`config.mk`:
```
export PLATFORM = sky130hd
export DESIGN_NAME = utf8_to_latin1_transcoder_unit_flat
export DESIGN_NICKNAME = d
export VERILOG_FILES = /design/src/hw/rtl/u2l_pkg.sv /design/src/hw/rtl/u2l_stream_if.sv /design/src/hw/rtl/utf8_to_latin1_transcoder_unit.sv /design/src/flat_wrapper.sv
export SDC_FILE = /design/constraint.sdc
export NUM_CORES = 1
export LEC_CHECK = 0
export BUFFER_PORTS_ARGS = -buffer_cell sky130_fd_sc_hd__buf_2
export CORE_AREA = 2 2 93 86
export DETAILED_ROUTE_END_ITERATION = 8
export DIE_AREA = 0 0 95 88
export PLACE_DENSITY = 0.78
export SLEW_MARGIN = 40
export SYNTH_ARGS = -nofsm -noshare
export SYNTH_HDL_FRONTEND = slang
export SYNTH_SLANG_ARGS = --single-unit
```
`constraint.sdc`:
```
create_clock -name clk_i -period 3.5 [get_ports clk_i]
set_input_delay 0 -clock clk_i [delete_from_list [all_inputs] [get_ports clk_i]]
set_output_delay 0 -clock clk_i [all_outputs]
set_load 0.02 [all_outputs]
```
`src/hw/rtl/u2l_pkg.sv`:
```
`default_nettype none
package u2l_pkg;

  // widths of the fields and registers
  localparam int unsigned ByteW     = 8;
  localparam int unsigned CntW      = 3;  // results per item, 0 to 4
  localparam int unsigned IdxW      = 2;  // word index inside one run
  localparam int unsigned SeenW     = 2;  // continuation bytes held
  localparam int unsigned ApbAddrW  = 3;
  localparam int unsigned ApbDataW  = 32;
  localparam int unsigned RunDepthDefault = 4;

  // register map, byte addresses divided by four
  localparam logic [0:0] RegReplacement = 1'b0;

  localparam logic [ByteW-1:0] ReplacementReset = 8'h3F;

  // one queued run of results: all words carry the replacement byte but the last
  typedef struct packed {
    logic [CntW-1:0]  count;
    logic [ByteW-1:0] last_char;
    logic             end_of_text;
  } run_t;

  // continuation bytes that a lead asks for, zero when it is no lead
  function automatic logic [1:0] needed_cont(input logic [ByteW-1:0] lead);
    logic [1:0] need;
    need = 2'd0;
    if ((lead & 8'hE0) == 8'hC0) begin
      need = 2'd1;
    end else if ((lead & 8'hF0) == 8'hE0) begin
      need = 2'd2;
    end else if ((lead & 8'hF8) == 8'hF0) begin
      need = 2'd3;
    end
    return need;
  endfunction

endpackage
`default_nettype wire

```
`src/hw/rtl/u2l_stream_if.sv`:
```
`default_nettype none
interface u2l_in_if;
  logic       valid;
  logic       ready;
  logic [7:0] in_byte;
  logic       in_end_of_text;

  modport source (output valid, output in_byte, output in_end_of_text, input ready);
  modport sink   (input valid, input in_byte, input in_end_of_text, output ready);
endinterface

interface u2l_out_if;
  logic       valid;
  logic       ready;
  logic [7:0] out_char;
  logic       out_last_of_run;
  logic       out_end_of_text;

  modport source (output valid, output out_char, output out_last_of_run,
                  output out_end_of_text, input ready);
  modport sink   (input valid, input out_char, input out_last_of_run,
                  input out_end_of_text, output ready);
endinterface
`default_nettype wire

```
`src/hw/rtl/utf8_to_latin1_transcoder_unit.sv`:
```
`default_nettype none
// utf-8 to latin-1 transcoder: takes one utf-8 byte per word on in_i and
// gives one latin-1 byte per decoded character on out_o. each input word is
// decoded in the cycle it is accepted, so a new word can be taken every cycle;
// the zero to four result words it causes are queued as one run entry in a
// small run queue (RunDepth entries) and played out one word per cycle while
// out_o.ready is high. in_i.ready only falls when that queue is full, which
// happens when runs pile up faster than the sink drains them, as with runs of
// several replacement bytes (a broken sequence) or a stalling sink.
// the replacement byte sits at apb byte address 0 and resets to '?'; it may
// only be changed while the unit holds no queued results.
module utf8_to_latin1_transcoder_unit #(
  parameter int unsigned RunDepth = u2l_pkg::RunDepthDefault
) (
  input  wire logic                           clk_i,
  input  wire logic                           rst_ni,
  u2l_in_if.sink                              in_i,
  u2l_out_if.source                           out_o,
  input  wire logic                           psel,
  input  wire logic                           penable,
  input  wire logic                           pwrite,
  input  wire logic [u2l_pkg::ApbAddrW-1:0]   paddr,
  input  wire logic [u2l_pkg::ApbDataW-1:0]   pwdata,
  output logic      [u2l_pkg::ApbDataW-1:0]   prdata,
  output logic                                pready
);
  import u2l_pkg::*;

  localparam int unsigned PtrW  = (RunDepth > 1) ? $clog2(RunDepth) : 1;
  localparam int unsigned FillW = $clog2(RunDepth + 1);
  localparam logic [PtrW-1:0]  LastPtr  = PtrW'(RunDepth - 1);
  localparam logic [FillW-1:0] FullFill = FillW'(RunDepth);

  // configuration register
  logic [ByteW-1:0] repl_q;
  logic             cfg_wr;

  assign pready = 1'b1;
  assign cfg_wr = psel && penable && pwrite && (paddr[2] == RegReplacement);

  always_ff @(posedge clk_i or negedge rst_ni) begin
    if (!rst_ni) begin
      repl_q <= ReplacementReset;
    end else if (cfg_wr) begin
      repl_q <= pwdata[ByteW-1:0];
    end
  end

  always_comb begin
    prdata = '0;
    if (paddr[2] == RegReplacement) begin
      prdata = {{(ApbDataW-ByteW){1'b0}}, repl_q};
    end
  end

  // decoder state
  logic [ByteW-1:0] lead_q, lead_d;
  logic             active_q, active_d;
  logic [SeenW-1:0] seen_q, seen_d;

  logic             accept;
  logic [ByteW-1:0] in_b;
  logic             eot;
  logic             is_cont;
  logic [1:0]       need_pend;
  logic [1:0]       need_in;
  logic [CntW-1:0]  flush_n;
  logic [CntW-1:0]  seen_next;
  run_t             run_d;

  assign in_b    = in_i.in_byte;
  assign eot     = in_i.in_end_of_text;
  assign is_cont = (in_b[7:6] == 2'b10);
  assign need_pend = needed_cont(lead_q);
  assign need_in   = needed_cont(in_b);
  assign seen_next = CntW'(seen_q) + CntW'(1);
  // an open sequence that breaks or ends gives one replacement per held byte
  assign flush_n   = active_q ? seen_next : '0;

  always_comb begin
    lead_d          = lead_q;
    active_d        = active_q;
    seen_d          = seen_q;
    run_d.count     = '0;
    run_d.last_char = repl_q;
    run_d.end_of_text = eot;

    if (active_q && is_cont) begin
      if (seen_next >= CntW'(need_pend)) begin
        // sequence complete, only two-byte ones can land inside latin-1
        run_d.count = CntW'(1);
        if (need_pend == 2'd1 && lead_q[4:2] == 3'b000) begin
          run_d.last_char = {lead_q[1:0], in_b[5:0]};
        end
        active_d = 1'b0;
        lead_d   = '0;
        seen_d   = '0;
      end else begin
        seen_d = seen_next[SeenW-1:0];
        if (eot) begin
          // unfinished at end of text: lead plus every held continuation
          run_d.count = seen_next + CntW'(1);
          active_d    = 1'b0;
          lead_d      = '0;
          seen_d      = '0;
        end
      end
    end else begin
      // flush any broken sequence, then treat the byte as fresh
      active_d = 1'b0;
      lead_d   = '0;
      seen_d   = '0;
      if (!in_b[7]) begin
        run_d.count     = flush_n + CntW'(1);
        run_d.last_char = in_b;
      end else if (need_in != 2'd0) begin
        if (eot) begin
          run_d.count = flush_n + CntW'(1);
        end else begin
          run_d.count = flush_n;
          active_d    = 1'b1;
          lead_d      = in_b;
        end
      end else begin
        run_d.count = flush_n + CntW'(1);
      end
    end
  end

  always_ff @(posedge clk_i or negedge rst_ni) begin
    if (!rst_ni) begin
      lead_q   <= '0;
      active_q <= 1'b0;
      seen_q   <= '0;
    end else if (accept) begin
      lead_q   <= lead_d;
      active_q <= active_d;
      seen_q   <= seen_d;
    end
  end

  // run queue
  run_t             run_q [RunDepth];
  logic [PtrW-1:0]  wr_ptr_q, rd_ptr_q;
  logic [FillW-1:0] fill_q;
  logic [IdxW-1:0]  idx_q;
  logic             push, pop, word_done, is_last;
  run_t             head;

  assign in_i.ready = (fill_q != FullFill);
  assign accept     = in_i.valid && in_i.ready;
  assign push       = accept && (run_d.count != '0);

  assign head      = run_q[rd_ptr_q];
  assign is_last   = (CntW'(idx_q) == head.count - CntW'(1));
  assign word_done = out_o.valid && out_o.ready;
  assign pop       = word_done && is_last;

  assign out_o.valid           = (fill_q != '0);
  assign out_o.out_char        = is_last ? head.last_char : repl_q;
  assign out_o.out_last_of_run = is_last;
  assign out_o.out_end_of_text = is_last && head.end_of_text;

  always_ff @(posedge clk_i) begin
    if (push) begin
      run_q[wr_ptr_q] <= run_d;
    end
  end

  always_ff @(posedge clk_i or negedge rst_ni) begin
    if (!rst_ni) begin
      wr_ptr_q <= '0;
      rd_ptr_q <= '0;
      fill_q   <= '0;
      idx_q    <= '0;
    end else begin
      if (push) begin
        wr_ptr_q <= (wr_ptr_q == LastPtr) ? '0 : wr_ptr_q + PtrW'(1);
      end
      if (pop) begin
        rd_ptr_q <= (rd_ptr_q == LastPtr) ? '0 : rd_ptr_q + PtrW'(1);
        idx_q    <= '0;
      end else if (word_done) begin
        idx_q <= idx_q + IdxW'(1);
      end
      if (push && !pop) begin
        fill_q <= fill_q + FillW'(1);
      end else if (pop && !push) begin
        fill_q <= fill_q - FillW'(1);
      end
    end
  end

endmodule
`default_nettype wire

```
`src/flat_wrapper.sv`:
```
// flat-port wrapper written by rule: the top's interface ports become plain ports
module utf8_to_latin1_transcoder_unit_flat import u2l_pkg::*;
#(
  parameter int unsigned RunDepth = u2l_pkg::RunDepthDefault
)
  (clk_i, rst_ni, psel, penable, pwrite, paddr, pwdata, prdata, pready, in_i_valid, in_i_in_byte, in_i_in_end_of_text, in_i_ready, out_o_valid, out_o_out_char, out_o_out_last_of_run, out_o_out_end_of_text, out_o_ready);
  u2l_in_if in_i_i ();
  u2l_out_if out_o_i ();
  input  wire logic clk_i;
  input  wire logic rst_ni;
  input  wire logic psel;
  input  wire logic penable;
  input  wire logic pwrite;
  input  wire logic [u2l_pkg::ApbAddrW-1:0] paddr;
  input  wire logic [u2l_pkg::ApbDataW-1:0] pwdata;
  output logic      [u2l_pkg::ApbDataW-1:0] prdata;
  output logic pready;
  input wire logic [$bits(in_i_i.valid)-1:0] in_i_valid;
  input wire logic [$bits(in_i_i.in_byte)-1:0] in_i_in_byte;
  input wire logic [$bits(in_i_i.in_end_of_text)-1:0] in_i_in_end_of_text;
  output wire logic [$bits(in_i_i.ready)-1:0] in_i_ready;
  output wire logic [$bits(out_o_i.valid)-1:0] out_o_valid;
  output wire logic [$bits(out_o_i.out_char)-1:0] out_o_out_char;
  output wire logic [$bits(out_o_i.out_last_of_run)-1:0] out_o_out_last_of_run;
  output wire logic [$bits(out_o_i.out_end_of_text)-1:0] out_o_out_end_of_text;
  input wire logic [$bits(out_o_i.ready)-1:0] out_o_ready;
  assign in_i_i.valid = in_i_valid;
  assign in_i_i.in_byte = in_i_in_byte;
  assign in_i_i.in_end_of_text = in_i_in_end_of_text;
  assign in_i_ready = in_i_i.ready;
  assign out_o_valid = out_o_i.valid;
  assign out_o_out_char = out_o_i.out_char;
  assign out_o_out_last_of_run = out_o_i.out_last_of_run;
  assign out_o_out_end_of_text = out_o_i.out_end_of_text;
  assign out_o_i.ready = out_o_ready;
  utf8_to_latin1_transcoder_unit #(.RunDepth(RunDepth)) u_core (.clk_i(clk_i), .rst_ni(rst_ni), .in_i(in_i_i), .out_o(out_o_i), .psel(psel), .penable(penable), .pwrite(pwrite), .paddr(paddr), .pwdata(pwdata), .prdata(prdata), .pready(pready));
endmodule
```
==> metrics.txt, run 1 <==
core area=7390 um2; least setup slack across all paths after layout=0.193 ns; largest fanout of any net on the critical path=9; Horiz. Die Dim=95 um; maximum number of pins on one net before global-route repair=28; Final #Nets=395; terminating pin of the worst hold path=u_core.seen_q[1]; routability congestion estimate from global placement=0.765; Cells on Worst Hold Path=3; DRC=0; LEAKAGE=1.88 nW; number of vias per cell after detailed routing=5.23; die height=88 um; max_cap viols=0; HP Class=primary input to flop; fraction of the yosys area taken by sequential cells=55.4%; Initial Util=51.9%; worst slack, placed=0.0611 ns; number of DRC markers after the initial detailed-route iteration=122; fraction of layout cells with a size suffix above 1=37.5%; H-tree depth reported by CTS=3; worst reg2reg path startpoint=u_core.seen_q[0]; remaining global-route overflow=0; ratio of total power to cell area=740 nW/um2; number of register bits inferred by synthesis=75; Slew Viols, Final=0; Max Clk Rate=302 MHz; Cells after Synth=257; hold wc startpoint=in_i_valid; placed cell areas=4110 um2; capturing element type of the critical path=flop; syn_area_per_cell=14.9 um2; final hold violations=0; CP required=3.74 ns; total routed wirelength=7240 um; synth warn=0; count of unique library cells instantiated by Yosys=53; Post-DRT Antenna Nets=0; TritonCTS clock tree=yes; share of flip-flops with an asynchronous set or reset after synthesis=36.0%; Max-slew headroom=54.7%; area added between synthesis and finish=16.4%; count of buffers added by post-CTS timing repair for setup=0; register clock-pin slew on the reported worst setup and hold paths=0.08 ns; Setup TNS Final=0 ns; number of CTS-inserted buffers=9; clock net sink count=75; endpoint of the lowest-slack register-to-register path=u_core.fill_q[1]; ports placed on the boundary=96; vias in the first global route=2240; number of synthesized flops with an enable pin=48; diode count=0; vias after detailed routing=2260; Rows=30; area enclosed by the die boundary=8360 um2; source-to-sink clock delay at the later pin of the worst-skew pair=0.36 ns; count of buffers inserted at the top-level ports=44; total setup violations reported at the end of the flow=0; combined area of all synthesized cells=3830 um2; final critical path time including I/O delays and setup=3.31 ns; Pre-Repair DR Iteration Count=4; design area=4460 um2; main flop type after synthesis=sky130_fd_sc_hd__edfxtp_1; Setup Crit Path Kind=flop to flop; transition time at the pin with the least slew margin=0.679 ns; CTS root buffer=sky130_fd_sc_hd__clkbuf_8; internal reg-to-reg setup slack=0.19 ns; overall fraction of global-route tracks in use=18.5%; post-DP HPWL=5030 um; number of antenna violations at the first check in global routing=0; outcome=complete, no violations; Bufs on Longest Clock Path=2; unrepaired setup endpoints after global routing=false; maximum VDD drop=0.274 mV; Crit path arrival time=3.55 ns; part of the cycle the worst path needs=94.5%; Wirelength per Cell=16.8 um; setup clock skew after layout=0.0141 ns; depth of the worst register-to-register path=12; Setup crit start kind=flop; first-pass GRT wire length=11200 um
==> where the power goes <==
part | leakage [nW] | switching [mW] | internal (mW)
combinational | 1.02 | 0.715 | 0.658
clock | 0.0936 | 0.352 | 0.270
sequential | 0.772 | 0.134 | 1.17
==> registers in the layout, indices dropped and copies added, names as in the netlist <==
register / cells
u_core.active_q: 1
u_core.rd_ptr_q: 2
u_core.repl_q: 8
u_core.fill_q: 3
u_core.seen_q: 2
u_core.idx_q: 2
u_core.wr_ptr_q: 2
u_core.run_q: 48
u_core.lead_q: 7
==> how the worst max path moves through the flow <==
| stage | startpoint | end | slack [ns] |
|---|---|---|---|
| 2_1_floorplan | u_core.rd_ptr_q[0] | u_core.fill_q[1] | 0.32 |
| 3_3_place_gp | u_core.active_q | u_core.fill_q[2] | 0.16 |
| 3_5_place_dp | u_core.active_q | u_core.fill_q[2] | 0.06 |
| 4_1_cts | u_core.active_q | u_core.fill_q[2] | 0.04 |
| 5_1_grt | u_core.seen_q[0] | u_core.fill_q[1] | 0.02 |
| 6_report | u_core.seen_q[0] | u_core.fill_q[1] | 0.19 |
==> cell usage after synthesis (all sizes together), types with 2 or more instances <==
cell type  count  area (um2)
nand2b         3        18.8
conb           2        7.51
dfstp          6         158
inv            9        33.8
nand3b         2        31.3
xor2           6        52.6
or3            2        12.5
o21ai          4        35.0
buf           29         226
fa             2        40.0
and2           5        31.3
nand2         11        41.3
dfrtp         21         526
mux2          27         330
a22o           6        52.6
nor2b         11        68.8
nor3           3        26.3
xnor2          4        42.6
nor2           7        28.8
edfxtp        48        1440
ha            11         138
mux4          12         270
a21o           4        30.0
a21oi          4        20.0
==> metal layers <==
layer | track usage [%] | share of wire (%) | up-vias
met3 | 3.44 | 5.2 | 14
met1 | 23.7 | 41 | 1120
met5 | 0 | 0 | -
met2 | 30.2 | 52 | 80
met4 | 9.49 | 1.8 | 0
li1 | - | - | 1046
==> critical path, cell delays in order (launching register included) <==
cell	delay (ns)
sky130_fd_sc_hd__dfrtp_1	0.55
sky130_fd_sc_hd__inv_1	0.08
sky130_fd_sc_hd__ha_1	0.34
sky130_fd_sc_hd__nor2b_1	0.21
sky130_fd_sc_hd__ha_1	0.27
sky130_fd_sc_hd__nand2_1	0.06
sky130_fd_sc_hd__a21oi_1	0.07
sky130_fd_sc_hd__a31o_2	0.27
sky130_fd_sc_hd__o311a_4	0.40
sky130_fd_sc_hd__ha_1	0.21
sky130_fd_sc_hd__inv_1	0.08
sky130_fd_sc_hd__fa_1	0.38
sky130_fd_sc_hd__mux2_2	0.28
==> cell type report <==
class	count	area, um2
Timing Repair Buffer	70	455
Sequential cell	75	2130
Clock buffer	9	124
Clock inverter	7	61.3
Multi-Input combinational cell	166	1540
Inverter	9	33.8
Tap cell	96	120
Fill cell	567	2930
==> through the flow <==
stage / instances / util, % / hold WS [ns] / power [mW]
final: 432 / 60.4 / 0.0479 / 3.30
after CTS: 432 / 60.2 / 0.0424 / 3.33
after floorplan: 280 / - / -0.296 / 2.36
after global routing: 432 / 60.4 / 0.0686 / 3.49
after detailed placement: 400 / 55.5 / 0.0720 / 2.69
after global placement: 400 / 55.5 / 0.0676 / 2.65
==> logic make-up (layout without fill, tap and decap cells) <==
| group | Yosys count | after routing | share of synthesized area, % |
|---|---|---|---|
| buffers and inverters | 39 | 95 | 6.88 |
| AOI/OAI and AO/OA | 26 | 26 | 5.84 |
| DFF | 75 | 75 | 55.4 |
| other | 2 | 25 | 0.196 |
| muxes | 40 | 40 | 15.9 |
| xor gates and xnor gates | 10 | 10 | 2.48 |
| and+or+nand+nor | 52 | 52 | 8.65 |
| adders and majority gates | 13 | 13 | 4.63 |
==> layout by cell type (no fill, tap or decap), drive strengths merged, types with 5 or more instances in the layout <==
| master | synthesis | layout |
|---|---|---|
| a22o | 6 | 6 |
| and2 | 5 | 5 |
| buf | 29 | 54 |
| clkbuf | 1 | 9 |
| conb | 2 | 25 |
| dfrtp | 21 | 21 |
| dfstp | 6 | 6 |
| dlygate4sd3 | 0 | 16 |
| edfxtp | 48 | 48 |
| ha | 11 | 11 |
| inv | 9 | 12 |
| mux2 | 27 | 27 |
| mux4 | 12 | 12 |
| nand2 | 11 | 11 |
| nor2 | 7 | 7 |
| nor2b | 11 | 11 |
| xor2 | 6 | 6 |
==> what timing repair did <==
action,CTS,global route
endpoints found under the hold margin,39,0
hold buffers,16,0
endpoints found under the setup margin,0,2
resized for setup,0,5
No activity file was read; power rests on OpenSTA's default activity.
==> run 2: changes to the inputs <==
Settings changed: CORE_AREA 2 2 93 86 to 2 2 98 90, DIE_AREA 0 0 95 88 to 0 0 100 92, PLACE_DENSITY 0.78 to 0.75.
Clock period 3.5 ns to 2.72 ns, I/O delays scaled along.
==> metrics.txt, run 2 (synthesis gave the netlist of run 1 again) <==
DRC=0; Rows=32; combined area of the multi-input logic cells=1630 um2; post-route core utilization=59.9%; vias in the first global route=2455; Filler cells=619; Crit path arrival time=3.21 ns; Setup crit start kind=flop; Tot Pwr=5.04 mW; Slowest-stage cell, CP=sky130_fd_sc_hd__fa_1; Bufs on Longest Clock Path=2; cells along the critical path=a21oi_1 > nand2_1 > fa_1 > a31oi_2 > nor2b_4 > a32o_2 > o311a_4 > ha_4 > inv_4 > fa_2 > mux2_2; clock net sink count=75; number of flip-flops under the largest register name=48; part of the cycle the worst path needs=109%; Horiz. Die Dim=100 um; outcome=finished with violations; CP required=2.96 ns; least setup slack across all paths after layout=-0.254 ns; ratio of total power to cell area=1010 nW/um2; highest-count cells in the layout ignoring fill and taps=sky130_fd_sc_hd__edfxtp_1 (48), sky130_fd_sc_hd__buf_2 (35), sky130_fd_sc_hd__buf_4 (34); Setup TNS Final=-3.40 ns; maximum VDD drop=0.505 mV; Final #Nets=430; internal reg-to-reg setup slack=-0.25 ns; remaining global-route overflow=0; worst slack, placed=-0.314 ns; cell family with most CP delay=adder cells; final hold violations=0; largest fanout of any net on the critical path=3; total setup violations reported at the end of the flow=47; placed cell areas=4350 um2; core area=8330 um2; TritonCTS clock tree=yes; Pre-Repair DR Iteration Count=4; H-tree depth reported by CTS=3; total routed wirelength=8100 um; register area=2130 um2; count of buffers inserted at the top-level ports=44; transition time at the pin with the least slew margin=0.653 ns; register with the most flip-flops=u_core.run_q; ports placed on the boundary=96; Max Clk Rate=336 MHz; max_cap viols=0; capturing element type of the critical path=flop; Inst Count DP=427; sum of buffers and inverters on the critical path=1; number of antenna violations at the first check in global routing=0; largest registers=u_core.run_q (48), u_core.repl_q (8), u_core.lead_q (7); Max-slew headroom=56.5%; area enclosed by the die boundary=9200 um2; maximum single-stage delay on the critical path=0.50 ns; Slew Viols, Final=0; leading cell type in the layout, fill and taps excluded=sky130_fd_sc_hd__edfxtp_1; post-DP HPWL=5280 um; setup clock skew after layout=0.0123 ns; die height=92 um; fraction of layout cells with a size suffix above 1=47.4%; HP Class=primary input to flop; register clock-pin slew on the reported worst setup and hold paths=0.08 ns; violations in the final reports=negative setup slack; non-filler instance count after layout=473; worst-case hold slack=0.0441 ns; maximum number of pins on one net before global-route repair=28; routability congestion estimate from global placement=0.815; number of CTS-inserted buffers=9; LEAKAGE=2.13 nW; first-pass GRT wire length=12400 um; unrepaired setup endpoints after global routing=true; Initial Util=46.0%; Setup Crit Path Kind=flop to flop; vias after detailed routing=2422; Wirelength per Cell=17.1 um; final critical path time including I/O delays and setup=2.97 ns; number of DRC markers after the initial detailed-route iteration=194; area added between synthesis and finish=30.2%; diode count=0; source-to-sink clock delay at the later pin of the worst-skew pair=0.36 ns; CTS root buffer=sky130_fd_sc_hd__clkbuf_8; design area=4990 um2; number of vias per cell after detailed routing=5.12; Post-DRT Antenna Nets=0; overall fraction of global-route tracks in use=17.9%
## run 2: changes by cell type in the layout (fill, tap and decap cells not counted), sizes merged
| cell | delta |
|---|---|
| and2 | +1 |
| clkbuf | +2 |
| clkinv | -1 |
| buf | +32 |
| clkinvlp | +1 |
## run 2: final cells by class
class / instances / share of cell area, %
clock buffers: 9 / 2.48
inverters: 9 / 0.727
clock inverters: 7 / 1.23
multi-input cells: 167 / 32.6
repair buffers: 104 / 17.8
well taps: 102 / 2.56
flip-flops and latches: 75 / 42.6
## run 2: timing repair
action	in CTS	in global routing
endpoints found under the hold margin	39	0
pin swaps	11	7
setup buffers	9	5
hold buffers	16	0
gates cloned	2	3
endpoints found under the setup margin	58	83
resized for setup	34	12
## run 2: worst register-to-register path, cell delays in order, from the launching register on
cell and delay (ns):
sky130_fd_sc_hd__dfrtp_1 0.40, sky130_fd_sc_hd__a21oi_1 0.15, sky130_fd_sc_hd__nand2_1 0.08, sky130_fd_sc_hd__fa_1 0.50
sky130_fd_sc_hd__a31oi_2 0.10, sky130_fd_sc_hd__nor2b_4 0.15, sky130_fd_sc_hd__a32o_2 0.28, sky130_fd_sc_hd__o311a_4 0.32
sky130_fd_sc_hd__ha_4 0.17, sky130_fd_sc_hd__inv_4 0.05, sky130_fd_sc_hd__fa_2 0.40, sky130_fd_sc_hd__mux2_2 0.26
## run 2: final timing paths
kind / start / end / depth (start not counted)
max: u_core.lead_q[3] / u_core.fill_q[1] / 11
min: in_i_valid / u_core.seen_q[1] / 3
max reg2reg: u_core.lead_q[3] / u_core.fill_q[1] / 11
min reg2reg: u_core.lead_q[6] / u_core.lead_q[6] / 1
max in group asynchronous: rst_ni / u_core.seen_q[0] / 2
min in group asynchronous: rst_ni / u_core.repl_q[7] / 2
## run 2: power breakdown
group	switching, mW	internal [mW]
Combinational	1.14	1.44
Clock	0.448	0.346
Sequential	0.158	1.51
## run 2: per-layer routing
| metal | global-route usage [%] | vias to the layer above | share of wire, % |
|---|---|---|---|
| met2 | 29.3 | 78 | 50 |
| met1 | 23.5 | 1213 | 43 |
| met4 | 7.65 | 0 | 1.2 |
| li1 | - | 1121 | - |
| met5 | 0 | - | 0 |
| met3 | 3.28 | 10 | 5.8 |
==> run 3: changes to the inputs <==
Settings changed: PLACE_DENSITY 0.75 to 0.82.
==> metrics.txt, run 3 (synthesis gave the netlist of run 1 again) <==
outcome=finished with violations; violations in the final reports=negative setup slack; Setup crit start kind=flop; Max Clk Rate=333 MHz; vias after detailed routing=2438; final critical path time including I/O delays and setup=3.01 ns; capturing element type of the critical path=flop; design area=5090 um2; die height=92 um; core area=8330 um2; endpoint of the lowest-slack register-to-register path=u_core.fill_q[1]; clock net sink count=75; Final #Nets=431; Pre-Repair DR Iteration Count=4; ratio of total power to cell area=1020 nW/um2; Horiz. Die Dim=100 um; cells along the critical path=nand2b_4 > a21oi_4 > ha_4 > nand2b_1 > a31oi_2 > and3b_1 > a21oi_2 > o311a_4 > ha_4 > inv_2 > fa_2 > mux2_2; first-pass GRT wire length=13000 um; worst setup path startpoint=u_core.lead_q[3]; Max-slew headroom=56.5%; combined area of the multi-input logic cells=1660 um2; maximum number of pins on one net before global-route repair=28; DRC=0; setup clock skew after layout=0.00906 ns; placed cell areas=4350 um2; overall fraction of global-route tracks in use=18.9%; routability congestion estimate from global placement=0.801; number of flip-flops under the largest register name=48; worst reg2reg path startpoint=u_core.lead_q[3]; largest fanout of any net on the critical path=3; depth of the worst register-to-register path=12; register clock-pin slew on the reported worst setup and hold paths=0.08 ns; final hold violations=0; remaining global-route overflow=0; source-to-sink clock delay at the later pin of the worst-skew pair=0.35 ns; number of vias per cell after detailed routing=5.13; highest-count cells in the layout ignoring fill and taps=sky130_fd_sc_hd__edfxtp_1 (48), sky130_fd_sc_hd__buf_2 (36), sky130_fd_sc_hd__buf_4 (36); area added between synthesis and finish=32.7%; Slew Viols, Final=0; area enclosed by the die boundary=9200 um2; Filler cells=576; maximum single-stage delay on the critical path=0.42 ns; register with the most flip-flops=u_core.run_q; LEAKAGE=2.17 nW; fraction of layout cells with a size suffix above 1=48.4%; terminating pin of the worst hold path=u_core.seen_q[1]; Setup Crit Path Kind=flop to flop; ports placed on the boundary=96; worst slack, placed=-0.343 ns; vias in the first global route=2570; least setup slack across all paths after layout=-0.286 ns; Bufs on Longest Clock Path=2; total setup violations reported at the end of the flow=53; Rows=32; hold wc startpoint=in_i_valid; post-DP HPWL=5600 um; Slowest-stage cell, CP=sky130_fd_sc_hd__dfrtp_1; count of buffers inserted at the top-level ports=44; transition time at the pin with the least slew margin=0.653 ns; TritonCTS clock tree=yes; total routed wirelength=8510 um; Crit path arrival time=3.24 ns; register area=2130 um2; internal reg-to-reg setup slack=-0.29 ns; max_cap viols=0; H-tree depth reported by CTS=3; unrepaired setup endpoints after global routing=true; Setup TNS Final=-5.56 ns; CP required=2.96 ns; Initial Util=46.0%; Cells on Worst Hold Path=3; leading cell type in the layout, fill and taps excluded=sky130_fd_sc_hd__edfxtp_1; maximum VDD drop=0.537 mV; Tot Pwr=5.20 mW; CTS root buffer=sky130_fd_sc_hd__clkbuf_8; number of DRC markers after the initial detailed-route iteration=182; Post-DRT Antenna Nets=0; part of the cycle the worst path needs=111%; Wirelength per Cell=17.9 um; HP Class=primary input to flop; number of antenna violations at the first check in global routing=1; most frequent cell on the critical path=sky130_fd_sc_hd__ha_4; largest registers=u_core.run_q (48), u_core.repl_q (8), u_core.lead_q (7); number of CTS-inserted buffers=9
-- run 3: worst max-delay path by stage --
| stage | end | slack, ns | cells after the start |
|---|---|---|---|
| 3_5_place_dp | u_core.fill_q[2] | -0.34 | 14 |
| 2_1_floorplan | u_core.fill_q[1] | -0.28 | 12 |
| 4_1_cts | u_core.fill_q[1] | -0.25 | 12 |
| 3_3_place_gp | u_core.fill_q[1] | -0.20 | 11 |
| 6_report | u_core.fill_q[1] | -0.29 | 12 |
| 5_1_grt | u_core.fill_q[2] | -0.41 | 15 |
-- run 3: through the flow --
stage               instances  hold slack (ns)  utilization [%]
detailed placement        427           0.0596             52.2
global route              475           0.0770             61.1
floorplan                 280           -0.296                -
finish                    475           0.0511             61.1
global placement          427           0.0616             52.2
CTS                       471           0.0604             59.8
-- run 3: routing by layer --
layer | global-route usage (%) | wire (um) | vias to the layer above
li1 | - | - | 1124
met5 | 0 | 0 | -
met1 | 23.7 | 3370 | 1209
met3 | 2.74 | 385 | 21
met4 | 8.22 | 213 | 0
met2 | 32.5 | 4540 | 84
-- run 3: critical path: cells and delay by family (launching register included) --
kind            cells  cell delay, ns
compound gates      4            0.84
fa+ha+maj           3            0.80
simple gates        3            0.53
flops               1            0.42
mux                 1            0.26
buf+inv             1            0.05
-- run 3: cell type report --
| class | instances | area share (%) |
|---|---|---|
| repair buffers | 106 | 17.8 |
| multi-input cells | 166 | 32.6 |
| diodes | 1 | 0.0492 |
| inverters | 9 | 0.664 |
| clock buffers | 9 | 2.43 |
| clock inverters | 7 | 2.11 |
| well taps | 102 | 2.51 |
| flip-flops and latches | 75 | 41.8 |
-- run 3: power by group --
group          internal [mW]  leakage [nW]  switching [mW]
combinational           1.42          1.28            1.11
clock                  0.536         0.114           0.452
sequential              1.51         0.771           0.173
total                   3.47          2.17            1.73
-- run 3: timing repair --
item / 4_1_cts / 5_1_grt
hold buffers: 16 / 0
endpoints found under the hold margin: 39 / 0
pin swaps: 10 / 7
setup buffers: 9 / 3
gates resized for setup: 26 / 20
endpoints found under the setup margin: 59 / 84
gates cloned: 3 / 0
